$ cat src/hdl/odrm_pkg.sv
// odrm_pkg: shared types, constants and tables for the optical depth ray march block
package odrm_pkg;

	localparam int MAX_SAMPLES = 64;

	localparam int POS_W = 36;
	localparam int DIR_W = 32;
	localparam int LEN_W = 35;
	localparam int RAD_W = 34;
	localparam int SC_W  = 7;
	localparam int OUT_W = 50;
	localparam int IDX_W = 3;
	localparam int CFG_W = 36;

	localparam logic [IDX_W-1:0] REG_CENTER_X = 3'd0;
	localparam logic [IDX_W-1:0] REG_CENTER_Y = 3'd1;
	localparam logic [IDX_W-1:0] REG_CENTER_Z = 3'd2;
	localparam logic [IDX_W-1:0] REG_RADIUS   = 3'd3;
	localparam logic [IDX_W-1:0] REG_SCALE_H  = 3'd4;
	localparam logic [IDX_W-1:0] REG_SAMPLES  = 3'd5;

	localparam logic [RAD_W-1:0] RADIUS_RST  = 34'd637100000;
	localparam logic [RAD_W-1:0] SCALE_H_RST = 34'd800000;
	localparam logic [SC_W-1:0]  SAMPLES_RST = 7'd16;

	localparam logic [31:0] LN2_Q32  = 32'd2977044472;
	localparam logic [23:0] DENS_MAX = 24'hFFFFFF;
	localparam logic [57:0] OUT_MAX  = 58'h3FFFFFFFFFFFF;

	// divider / root iteration counts, loaded as count minus one
	localparam logic [5:0] ITER_T0   = 6'd35;
	localparam logic [5:0] ITER_Q2   = 6'd35;
	localparam logic [5:0] ITER_STEP = 6'd42;
	localparam logic [5:0] ITER_ROOT = 6'd38;
	localparam logic [5:0] ITER_Z    = 6'd21;
	localparam logic [5:0] ITER_K    = 6'd4;

	localparam logic [3:0] TERM_FIRST = 4'd2;
	localparam logic [3:0] TERM_LAST  = 4'd14;

	typedef enum logic [5:0] {
		OP_IDLE,
		OP_LOAD,
		OP_DIV,
		OP_T0,
		OP_Q2,
		OP_STEP,
		OP_SBEGIN,
		OP_MUL_OFFL,
		OP_OFFL,
		OP_MUL_OFFH,
		OP_OFFH,
		OP_PADD,
		OP_MUL_SQ0,
		OP_SQ0,
		OP_MUL_SQ1,
		OP_SQ1,
		OP_MUL_SQ2,
		OP_SQ2,
		OP_SQRT,
		OP_HDIV,
		OP_Z,
		OP_KF,
		OP_MUL_TF,
		OP_TF,
		OP_MUL_TR,
		OP_TR,
		OP_TC,
		OP_DENS,
		OP_MUL_A0,
		OP_A0,
		OP_MUL_A1,
		OP_A1,
		OP_NEXT,
		OP_FIN
	} op_t;

	typedef struct packed {
		op_t        op;
		logic [1:0] axis;
		logic [3:0] term_idx;
	} cmd_t;

	typedef struct packed {
		logic last_smp;
		logic out_free;
	} stat_t;

	// floor(2^32 / j) for the series divisors
	function automatic logic [31:0] recip(input logic [3:0] j);
		logic [31:0] r;
		unique case (j)
			4'd2:    r = 32'd2147483648;
			4'd3:    r = 32'd1431655765;
			4'd4:    r = 32'd1073741824;
			4'd5:    r = 32'd858993459;
			4'd6:    r = 32'd715827882;
			4'd7:    r = 32'd613566756;
			4'd8:    r = 32'd536870912;
			4'd9:    r = 32'd477218588;
			4'd10:   r = 32'd429496729;
			4'd11:   r = 32'd390451572;
			4'd12:   r = 32'd357913941;
			4'd13:   r = 32'd330382099;
			4'd14:   r = 32'd306783378;
			default: r = 32'hFFFFFFFF;
		endcase
		return r;
	endfunction

endpackage

$ cat src/hdl/odrm_ctrl.sv
// odrm_ctrl: sequencer that steps the datapath through setup, samples and result
module odrm_ctrl (
	input  logic           clk,
	input  logic           arst_n,
	input  logic           ray_valid,
	output logic           ray_stall,
	input  odrm_pkg::stat_t stat,
	output odrm_pkg::cmd_t  cmd
);
	import odrm_pkg::*;

	typedef enum logic {ST_IDLE, ST_RUN} state_t;

	state_t     state_q;
	op_t        op_q;
	op_t        ret_q;
	logic [5:0] cnt_q;
	logic [1:0] axis_q;
	logic [3:0] term_q;

	assign ray_stall    = (state_q != ST_IDLE);
	assign cmd.op       = op_q;
	assign cmd.axis     = axis_q;
	assign cmd.term_idx = term_q;

	always_ff @(posedge clk or negedge arst_n) begin
		if (!arst_n) begin
			state_q <= ST_IDLE;
			op_q    <= OP_IDLE;
			ret_q   <= OP_IDLE;
			cnt_q   <= '0;
			axis_q  <= '0;
			term_q  <= '0;
		end else begin
			unique case (state_q)
				ST_IDLE: begin
					if (ray_valid) begin
						state_q <= ST_RUN;
						op_q    <= OP_LOAD;
					end
				end
				ST_RUN: begin
					unique case (op_q)
						OP_LOAD: begin
							op_q  <= OP_DIV;
							cnt_q <= ITER_T0;
							ret_q <= OP_T0;
						end
						OP_DIV: begin
							if (cnt_q == '0) begin
								op_q <= ret_q;
							end else begin
								cnt_q <= cnt_q - 6'd1;
							end
						end
						OP_T0: begin
							op_q  <= OP_DIV;
							cnt_q <= ITER_Q2;
							ret_q <= OP_Q2;
						end
						OP_Q2: begin
							op_q  <= OP_DIV;
							cnt_q <= ITER_STEP;
							ret_q <= OP_STEP;
						end
						OP_STEP:     op_q <= OP_SBEGIN;
						OP_SBEGIN: begin
							axis_q <= '0;
							op_q   <= OP_MUL_OFFL;
						end
						OP_MUL_OFFL: op_q <= OP_OFFL;
						OP_OFFL:     op_q <= OP_MUL_OFFH;
						OP_MUL_OFFH: op_q <= OP_OFFH;
						OP_OFFH:     op_q <= OP_PADD;
						OP_PADD:     op_q <= OP_MUL_SQ0;
						OP_MUL_SQ0:  op_q <= OP_SQ0;
						OP_SQ0:      op_q <= OP_MUL_SQ1;
						OP_MUL_SQ1:  op_q <= OP_SQ1;
						OP_SQ1:      op_q <= OP_MUL_SQ2;
						OP_MUL_SQ2:  op_q <= OP_SQ2;
						OP_SQ2: begin
							if (axis_q == 2'd2) begin
								op_q  <= OP_SQRT;
								cnt_q <= ITER_ROOT;
							end else begin
								axis_q <= axis_q + 2'd1;
								op_q   <= OP_MUL_OFFL;
							end
						end
						OP_SQRT: begin
							if (cnt_q == '0) begin
								op_q <= OP_HDIV;
							end else begin
								cnt_q <= cnt_q - 6'd1;
							end
						end
						OP_HDIV: begin
							op_q  <= OP_DIV;
							cnt_q <= ITER_Z;
							ret_q <= OP_Z;
						end
						OP_Z: begin
							op_q  <= OP_DIV;
							cnt_q <= ITER_K;
							ret_q <= OP_KF;
						end
						OP_KF: begin
							term_q <= TERM_FIRST;
							op_q   <= OP_MUL_TF;
						end
						OP_MUL_TF:   op_q <= OP_TF;
						OP_TF:       op_q <= OP_MUL_TR;
						OP_MUL_TR:   op_q <= OP_TR;
						OP_TR:       op_q <= OP_TC;
						OP_TC: begin
							if (term_q == TERM_LAST) begin
								op_q <= OP_DENS;
							end else begin
								term_q <= term_q + 4'd1;
								op_q   <= OP_MUL_TF;
							end
						end
						OP_DENS:     op_q <= OP_MUL_A0;
						OP_MUL_A0:   op_q <= OP_A0;
						OP_A0:       op_q <= OP_MUL_A1;
						OP_MUL_A1:   op_q <= OP_A1;
						OP_A1:       op_q <= OP_NEXT;
						OP_NEXT: begin
							op_q <= stat.last_smp ? OP_FIN : OP_SBEGIN;
						end
						OP_FIN: begin
							if (stat.out_free) begin
								state_q <= ST_IDLE;
								op_q    <= OP_IDLE;
							end
						end
						default: begin
							state_q <= ST_IDLE;
							op_q    <= OP_IDLE;
						end
					endcase
				end
				default: begin
					state_q <= ST_IDLE;
					op_q    <= OP_IDLE;
				end
			endcase
		end
	end

endmodule

$ cat config.mk
export PLATFORM = sky130hd
export DESIGN_NAME = odrm_ctrl
export DESIGN_NICKNAME = d
export VERILOG_FILES = /design/src/hdl/odrm_pkg.sv /design/src/hdl/odrm_ctrl.sv
export SDC_FILE = /design/constraint.sdc
export NUM_CORES = 1
export LEC_CHECK = 0
export CAP_MARGIN = 20
export CORE_ASPECT_RATIO = 0.5
export CORE_UTILIZATION = 45
export DETAILED_ROUTE_END_ITERATION = 6
export DONT_BUFFER_PORTS = 1
export GPL_ROUTABILITY_DRIVEN = 0
export PLACE_DENSITY = 0.61
export SETUP_SLACK_MARGIN = 0.5
export SYNTH_ARGS = -nofsm -noshare
export SYNTH_HDL_FRONTEND = slang
export SYNTH_SLANG_ARGS = --single-unit
$ cat constraint.sdc
create_clock -name clk -period 2.65 [get_ports clk]
set_clock_uncertainty 0.1 [all_clocks]
set_input_delay 0.265 -clock clk [delete_from_list [all_inputs] [get_ports clk]]
set_output_delay 0.265 -clock clk [all_outputs]
set_load 0.005 [all_outputs]
==> results of run 1 <==
==> kinds of logic (layout without fill, tap and decap cells) <==
logic type	count (synthesis)	count (layout)	synth area share, %
multiplexers	3	3	1.841
AND/OR/NAND/NOR	86	86	27.69
flip-flops	23	23	33.87
adder cells (fa/ha/maj)	4	4	2.946
AO/OA/AOI/OAI	71	71	28.65
buffers and inverters	22	26	5.007
==> sequential cells by signal, indices dropped and copies added, names as in the netlist <==
name,count
term_q,4
ret_q,4
axis_q,2
op_q,6
ray_stall,1
cnt_q,6
==> power groups by stage <==
stage          Combinational, mW  Sequential (mW)  Clock [mW]
3_5_place_dp               0.899            0.504           0
2_1_floorplan              0.692            0.484           0
4_1_cts                    0.933            0.500       0.226
5_1_grt                     1.07            0.513       0.240
6_report                   0.979            0.502       0.222
3_3_place_gp               0.901            0.505           0
==> worst max-delay path: cells and delay by family, from the launching register on <==
kind | cells | cell delay, ps
compound gates | 2 | 400
simple gates | 2 | 1160
flops | 1 | 390
==> layer usage <==
layer,wire length [µm],share of wire (%)
met5,0,0
met4,11,0.23
met3,471,10
met2,2063,44
met1,2159,46
==> metrics by stage <==
step                      setup slack, ps  std cells
after global routing                447.5        264
after global placement              526.0        257
final                               481.6        264
after floorplan                     571.2        209
after detailed placement            498.2        257
after CTS                           498.4        263
==> final timing paths <==
path	startpoint	to	cells after the start
setup / recovery	op_q[3]	op_q[1]	4
hold / removal	stat[1]	op_q[5]	2
setup reg to reg	op_q[3]	op_q[1]	4
hold reg to reg	ret_q[4]	ret_q[4]	2
max in group asynchronous	arst_n	cnt_q[0]	2
min in group asynchronous	arst_n	axis_q[1]	2
==> repair_timing <==
item	4_1_cts	5_1_grt
cloned	0	0
pin swaps	0	1
buffers inserted	0	1
gates resized for setup	2	4
setup endpoints to repair	1	10
endpoints found under the hold margin	23	0
hold buffers	2	0
==> layout make-up <==
| cell class | count | area [µm²] | share of cell area [%] |
|---|---|---|---|
| multi-input combinational | 164 | 1066 | 56.09 |
| sequential | 23 | 575.6 | 30.28 |
| timing repair buffer | 14 | 120.1 | 6.320 |
| tap | 51 | 63.81 | 3.357 |
| clock buffer | 4 | 45.04 | 2.370 |
| inverter | 8 | 30.03 | 1.580 |
==> Yosys cell counts (2+ instances only) <==
cell        n
mux2i_1     2
ha_1        4
a32oi_1     2
clkbuf_1   11
o2111ai_1   2
nor2b_1     9
or3_1       3
o211ai_1    2
o31a_1      2
dfrtp_1    23
nand2b_1    5
o21ai_0    22
o21a_1      3
o22ai_1     2
nor2_1     23
a31oi_1     4
inv_1       7
buf_2       2
and3_1      5
nor3_1      6
a21oi_1    14
and2_1      2
o21bai_1    2
nand2_1    13
a22o_1      2
nor4_1      2
or4b_4      2
nand3_1     7
nor3b_1     2
==> reports/metrics.yaml, run 1 <==
outcome:
  outcome: "finished, final reports clean"
finish:
  drive_gt1_share_pct: 13.62
  antenna_cells: 0
  fin_nets: 223
  final_util_pct: 53.87
  fin_area_um2: 1901
  area_growth_pct: 11.86
  final_cell_mix: "nor2_1 (23), dfrtp_1 (23), o21ai_0 (21)"
  n_fill_cell: 343
detailed_routing:
  drt_iter0_drc: 192
  ant_nets: 0
  first_pass_iters: 5
  vias: 1653
  vias_per_cell: 6.261
  routed_wl_um: 4705
  wl_per_cell_um: 17.82
  remaining_drc_errors: 0
global_routing:
  grt_max_degree: 24
  grtUsageTotal_pct: 25.80
  grt_first_pass_wirelength_um: 7624
  grtUsageMet1_pct: 36.82
  use_met2_pct: 40.46
  top_usage_layer: "met2"
  use_met3_pct: 7.428
  gr-total-overflow: 0
  antenna_found_initial: 0
  grt_pass1_vias: 1507
synthesis:
  ys_warn_count: 0
  ys_types: 53
  synthArstFlopShare_pct: 100.0
  synth_edf_count: 0
  synth_top_area_share_pct: 33.87
  synthCells: 209
  synth_top_cells_by_area: "dfrtp_1 (34%), o21ai_0 (6.5%), nor2_1 (5.1%)"
  avgSynthCellArea_um2: 8.130
  yosysTopAreaCell: "dfrtp_1"
  ys_seq_elements: 23
  synth_area_um2: 1699
  syn_nets: 218
  ys_seq_area_share_pct: 33.87
  ys.flop_type: "dfrtp_1"
setup_path:
  endpoint_kind: "register"
  crit_chain: "or4b_4 > or4b_4 > o211ai_1 > o21ai_0"
  slowest_delay_ps: 580
  r2r_slack_ps: 480
  critPathKind: "register to register"
  cpMostUsedCell: "or4b_4"
  setup.worst_path.start_class: "register"
  arrival_ps: 2200
  slowest_stage: "or4b_4"
  cp_max_fo: 5
  cp.required_ps: 2690
floorplan:
  die_area_um2: 4041
  io_pins: 18
  start_util_pct: 48.16
  die_w_um: 88.90
  rows: 15
  core_um2: 3528
  die_h_um: 45.45
sta:
  tns_ps: 0
  rsz0062_at_grt: "yes"
  setup_viol: 0
  worstMarginPinSlew_ps: 501.5
  drv_slew: 0
  period_needed_ps: 2168
  finalHoldViolCount: 0
  maxSlewHeadroom_pct: 66.57
  fin_crit_sh_pct: 81.83
  timing.fmax_ghz: 0.4612
  whs_ps: 135.2
power:
  pwr-share-clk_pct: 13.0
  swShare_pct: 45.03
  peakVddDrop_mv: 0.2725
  leakage_nw: 0.7713
  power_mw: 1.704
  combPwrFrac_pct: 57.5
  powerDensity_nw_per_um2: 896.3
  power_switching_mw: 0.7672
  power_frac_seq_pct: 29.5
  internal_power_mw: 0.9364
job:
  maxCapViolCount: 0
clock_network:
  cts_buffer_depth: 2
  clock-sinks: 23
  tritoncts: "yes"
  cts_buffers: 3
  root_buffer: "clkbuf_8"
  clkTransAtPathRegs_ps: 80
  clk-insertion-delay-late_ps: 260
  h-tree-depth: 1
place:
  dpl-instance-area_um2: 1790
  post-dp-hpwl_um: 3429
  io_buffers: 0
worst_hold_path:
  hp-class: "input port to register"
Note: power is estimated with default switching activity, not from simulation.
==> run 2: changes to the inputs <==
- ABC_AREA: not set -> 1
- clock period: 2.65 -> 2.09 ns (I/O delays scaled with it)
==> run 2 against run 1 <==
- sequential share of layout area down 5.3 points
- utilization up 4.6 points
- setup slack worse by 160 ps
- area after synthesis up 13%
- largest cell class unchanged
- critical path depth up 6
- clock-buffer cell count down 1
- wire length up 13%
- first-iteration DRC count down 31%
- register-to-register slack worse by 160 ps
==> reports/metrics.yaml, run 2 <==
synthesis:
  ys_seq_area_share_pct: 30.05
  yosysTopAreaCell: "dfrtp_1"
  ys_warn_count: 0
  syn_nets: 307
  synth_common_cells: "nand2_1 (96), nand3_1 (42), nor2_1 (35)"
  avgSynthCellArea_um2: 6.428
  synth_area_um2: 1916
  synthCells: 298
  ys_seq_elements: 23
  synth_top_area_share_pct: 30.05
  ys_types: 29
  synthArstFlopShare_pct: 100.0
  ys.flop_type: "dfrtp_1"
  synth_edf_count: 0
  synth.most_common_cell: "nand2_1"
  synth_top_cells_by_area: "dfrtp_1 (30%), nand2_1 (19%), nand3_1 (11%)"
finish:
  layout.cells.non_filler: 373
  drive_gt1_share_pct: 25.39
  reg_top3: "cnt_q: 6 flops, op_q: 6 flops"
  fin_nets: 329
  area_growth_pct: 21.62
  layout_commonest_cell: "nand2_1"
  antenna_cells: 0
  final_cell_mix: "nand2_1 (93), nand3_1 (35), nor2_1 (31)"
global_routing:
  grt_pass1_vias: 1752
  gr-total-overflow: 0
  grt_first_pass_wirelength_um: 8473
  grtUsageTotal_pct: 25.35
  grt_max_degree: 24
  antenna_found_initial: 0
power:
  power_mw: 2.946
  power_switching_mw: 1.532
  leakage_nw: 1.241
  internal_power_mw: 1.414
  powerDensity_nw_per_um2: 1264
  combPwrFrac_pct: 64.0
  peakVddDrop_mv: 0.5681
  pwr-share-clk_pct: 10.0
  swShare_pct: 52.01
  power_frac_seq_pct: 26.0
sta:
  whs_ps: 90.56
  setup_viol: 0
  fin_crit_sh_pct: 84.71
  worstMarginPinSlew_ps: 398.0
  maxSlewHeadroom_pct: 73.27
  tns_ps: 0
  period_needed_ps: 1770
  post-route-worst-setup-slack_ps: 319.6
  timing.fmax_ghz: 0.5648
  drv_slew: 0
  rsz0062_at_grt: "yes"
  finalHoldViolCount: 0
clock_network:
  cts_buffers: 3
  clkTransAtPathRegs_ps: 100
  tritoncts: "yes"
  clock-sinks: 23
  cts_buffer_depth: 2
  clk-insertion-delay-late_ps: 280
  root_buffer: "clkbuf_8"
  h-tree-depth: 1
setup_path:
  critPathKind: "register to register"
  arrival_ps: 1880
  setup.worst_path.start_class: "register"
  cp_max_fo: 8
  endpoint_kind: "register"
  cp.required_ps: 2200
floorplan:
  io_pins: 18
  die_area_um2: 4538
  die_w_um: 94.27
  rows: 16
  core_um2: 3984
  start_util_pct: 48.08
  die_h_um: 48.14
place:
  dpl.cell_count: 351
  io_buffers: 0
  post-dp-hpwl_um: 3815
  dp_slack_ps: 212.1
detailed_routing:
  drt_iter0_drc: 132
  routed_wl_um: 5337
  remaining_drc_errors: 0
  wl_per_cell_um: 14.31
  vias_per_cell: 5.367
  first_pass_iters: 4
  vias: 2002
  ant_nets: 0
worst_hold_path:
  hp-class: "input port to register"
job:
  maxCapViolCount: 0
outcome:
  outcome: "finished, final reports clean"
-- run 2: path summary, 6_finish.rpt --
check                                from         to  slack [ps]  cells after the start
max in group asynchronous          arst_n  axis_q[1]        1480                      2
worst min-delay path            ray_valid  ray_stall          90                      3
worst min register to register   cnt_q[4]   cnt_q[4]         390                      2
min in group asynchronous          arst_n    op_q[3]         240                      2
worst max register to register    op_q[3]   cnt_q[2]         320                     10
worst max-delay path              op_q[3]   cnt_q[2]         320                     10
-- run 2: power groups by stage --
| stage | Clock, mW | Combinational [mW] | Sequential (mW) |
|---|---|---|---|
| after floorplan | 0 | 1.24 | 0.697 |
| after global placement | 0 | 1.48 | 0.746 |
| after detailed placement | 0 | 1.49 | 0.750 |
| after CTS | 0.311 | 1.78 | 0.760 |
| after global routing | 0.324 | 2.09 | 0.792 |
| final | 0.296 | 1.89 | 0.765 |
-- run 2: cell type report --
type,instances,area (µm²)
well taps,54,67.56
repair buffers,22,211.5
fillers,376,1654
clock inverters,1,5.005
inverters,38,150.1
multi-input cells,232,1271
clock buffers,3,41.29
flip-flops and latches,23,583.1
-- run 2: repair_timing --
action,4_1_cts,5_1_grt
hold endpoints to repair,23,0
pin swaps,12,4
buffers inserted,15,1
hold buffers,2,0
gates resized for setup,29,10
setup endpoints to repair,23,23
-- run 2: per-layer routing --
metal  global-route usage (%)  up-vias  share of wire (%)
met5                        0        -                  0
met4                    4.923        0               0.82
met3                    5.140        6                7.4
met2                    40.29       81                 44
met1                    36.42      925                 48
li1                         -      990                  -
-- run 2: metrics by stage --
step / utilization [%] / area [µm²]
after CTS: 57.13 / 2276
after floorplan: - / 1919
after global placement: 49.69 / 1979
after detailed placement: 49.69 / 1979
after global routing: 58.48 / 2330
final: 58.48 / 2330
-- run 2: cells by family (layout without fill, tap and decap cells) --
| group | Yosys count | in the layout | synth area share, % |
|---|---|---|---|
| and+or+nand+nor | 202 | 202 | 49.45 |
| buffers and inverters | 43 | 64 | 9.210 |
| DFF | 23 | 23 | 30.05 |
| AOI/OAI and AO/OA | 22 | 22 | 6.858 |
| adders and majority gates | 4 | 4 | 2.613 |
| xor gates and xnor gates | 4 | 4 | 1.829 |
-- run 2: critical path, stage by stage (launching register included) --
cell	delay [ps]
dfrtp_2	510
nor2_4	230
buf_4	150
nand2_2	60
nor2_4	140
nand2_4	90
o21ai_4	90
nor2_1	70
nand2_2	120
nand2_1	60
nand2_1	70
==> run 3: changes to the inputs <==
- clock period: 2.09 -> 1.7 ns (I/O delays scaled with it)
==> run 3 against run 2 <==
- the flow now finishes with violations (setup timing)
- highest routed layer unchanged
- clock-buffer cell count grew 1
- final cell count grew 5.1%
- via count grew 3.2%
- sequential share of layout area shrank 2.2 points
- die area is the same
- combinational power grew 57%
- critical path type unchanged
- critical path depth shrank 1
- flip-flop and latch count is the same
- sequential power grew 21%
- maximum frequency shrank 1.8%
==> reports/metrics.yaml, run 3 (synthesis results as in run 2) <==
sta:
  rsz0062_at_grt: "yes"
  setup_viol: 11
  worstMarginPinSlew_ps: 429.7
  post-route-worst-setup-slack_ps: -103.1
  finalHoldViolCount: 0
  tns_ps: -412.4
  maxSlewHeadroom_pct: 71.14
  timing.fmax_ghz: 0.5546
  drv_slew: 0
  period_needed_ps: 1803
  fin_crit_sh_pct: 106.1
power:
  leakage_nw: 1.356
  powerDensity_nw_per_um2: 1665
  peakVddDrop_mv: 0.8277
  power_mw: 4.250
global_routing:
  antenna_found_initial: 0
  grt_pass1_vias: 1770
  grt_max_degree: 24
  grtUsageTotal_pct: 24.88
  gr-total-overflow: 0
  grt_first_pass_wirelength_um: 8224
setup_path:
  critPathKind: "register to register"
  setup.worst_path.start_class: "register"
  r2r_slack_ps: -100
  crit_chain: "nor2_4 > buf_12 > nand3_4 > inv_2 > nand2_1 > nand4_1 > inv_1 > nand2_1 > nand2_1"
  endpoint_kind: "register"
  slowest_stage: "dfrtp_2"
  cp.required_ps: 1770
  cpMostUsedCell: "nand2_1"
  cp_max_fo: 5
  slowest_delay_ps: 480
  arrival_ps: 1880
floorplan:
  core_um2: 3984
  io_pins: 18
  start_util_pct: 48.08
  rows: 16
  die_h_um: 48.14
  die_w_um: 94.27
  die_area_um2: 4538
clock_network:
  cts_buffers: 3
  cts_buffer_depth: 2
  clkTransAtPathRegs_ps: 90
  root_buffer: "clkbuf_8"
  clock-sinks: 23
  h-tree-depth: 1
  tritoncts: "yes"
  clk-insertion-delay-late_ps: 270
place:
  dpl.cell_count: 369
  post-dp-hpwl_um: 4064
  dp_slack_ps: -20.64
  dpl-instance-area_um2: 2148
  io_buffers: 0
job:
  maxCapViolCount: 0
detailed_routing:
  vias_per_cell: 5.270
  drt_iter0_drc: 132
  remaining_drc_errors: 0
  first_pass_iters: 5
  wl_per_cell_um: 14.39
  ant_nets: 0
  routed_wl_um: 5642
  vias: 2066
finish:
  final_cell_mix: "nand2_1 (85), nand3_1 (35), buf_4 (32)"
  n_fill_cell: 349
  antenna_cells: 0
  drive_gt1_share_pct: 33.73
  layout.cells.non_filler: 392
  reg_top3: "cnt_q: 6 flops, op_q: 6 flops"
  area_growth_pct: 33.25
  fin_area_um2: 2552
  layout_commonest_cell: "nand2_1"
  fin_nets: 348
outcome:
  outcome: "finished with violations"
  violations: "setup timing"
worst_hold_path:
  hp-class: "input port to register"
run 3: cell count changes in the layout (fill, tap and decap cells not counted), moves of 2 or more:
cell	before	now
nand3_2	9	6
inv_1	26	24
o21ai_1	8	6
o21ai_2	0	3
buf_4	14	32
nand3_4	4	7
nand2_1	93	85
ha_2	0	2
nand2_2	8	13
inv_2	10	12
ha_1	4	2
nand2_4	1	4
run 3: repair_timing:
| action | in CTS | in global routing |
|---|---|---|
| hold endpoints to repair | 23 | 0 |
| hold buffers | 2 | 0 |
| gates resized for setup | 26 | 27 |
| setup endpoints to repair | 24 | 25 |
| buffers inserted | 7 | 10 |
| pin swaps | 17 | 10 |
run 3: final cells by class:
| type | count | area [µm²] | area share, % |
|---|---|---|---|
| timing repair buffer | 41 | 357.8 | 14.02 |
| clock buffer | 4 | 45.04 | 1.765 |
| sequential | 23 | 581.8 | 22.79 |
| tap | 54 | 67.56 | 2.647 |
| multi-input combinational | 232 | 1353 | 52.99 |
| inverter | 38 | 147.6 | 5.784 |
run 3: routing by layer:
metal	share of wire, %	GRT usage [%]	vias up
met3	7.7	7.788	6
met1	47	33.77	952
met4	0.58	4.923	0
met2	45	40.00	72
li1	-	-	1036
met5	0	0	-
run 3: stage by stage:
| step | util [%] | hold slack (ps) |
|---|---|---|
| final | 64.07 | 61.55 |
| after detailed placement | 53.93 | -225.0 |
| after global routing | 64.07 | 76.68 |
| after CTS | 59.61 | 71.45 |
| after global placement | 53.93 | -225.1 |
| after floorplan | - | -225.6 |
run 3: worst max-delay path: cells and delay by family, from the launching register on:
| family | cells | cell delay, ps |
|---|---|---|
| AND/OR/NAND/NOR | 6 | 730 |
| flip-flops | 1 | 480 |
| buffers and inverters | 3 | 370 |
run 3: final timing paths:
| kind | start | endpoint | cells after the start |
|---|---|---|---|
| max reg2reg | op_q[3] | op_q[1] | 9 |
| min | stat[0] | ray_stall | 3 |
| min in group asynchronous | arst_n | term_q[3] | 2 |
| max | op_q[3] | op_q[1] | 9 |
| min reg2reg | cnt_q[4] | cnt_q[4] | 2 |
| max in group asynchronous | arst_n | op_q[4] | 2 |
run 3: power breakdown:
| group | internal (mW) | total (mW) | leakage [nW] | switching [mW] |
|---|---|---|---|---|
| combinational | 1.25 | 2.96 | 1.04 | 1.71 |
| clock | 0.168 | 0.366 | 0.0228 | 0.198 |
| sequential | 0.722 | 0.922 | 0.292 | 0.200 |
| total | 2.14 | 4.25 | 1.36 | 2.11 |
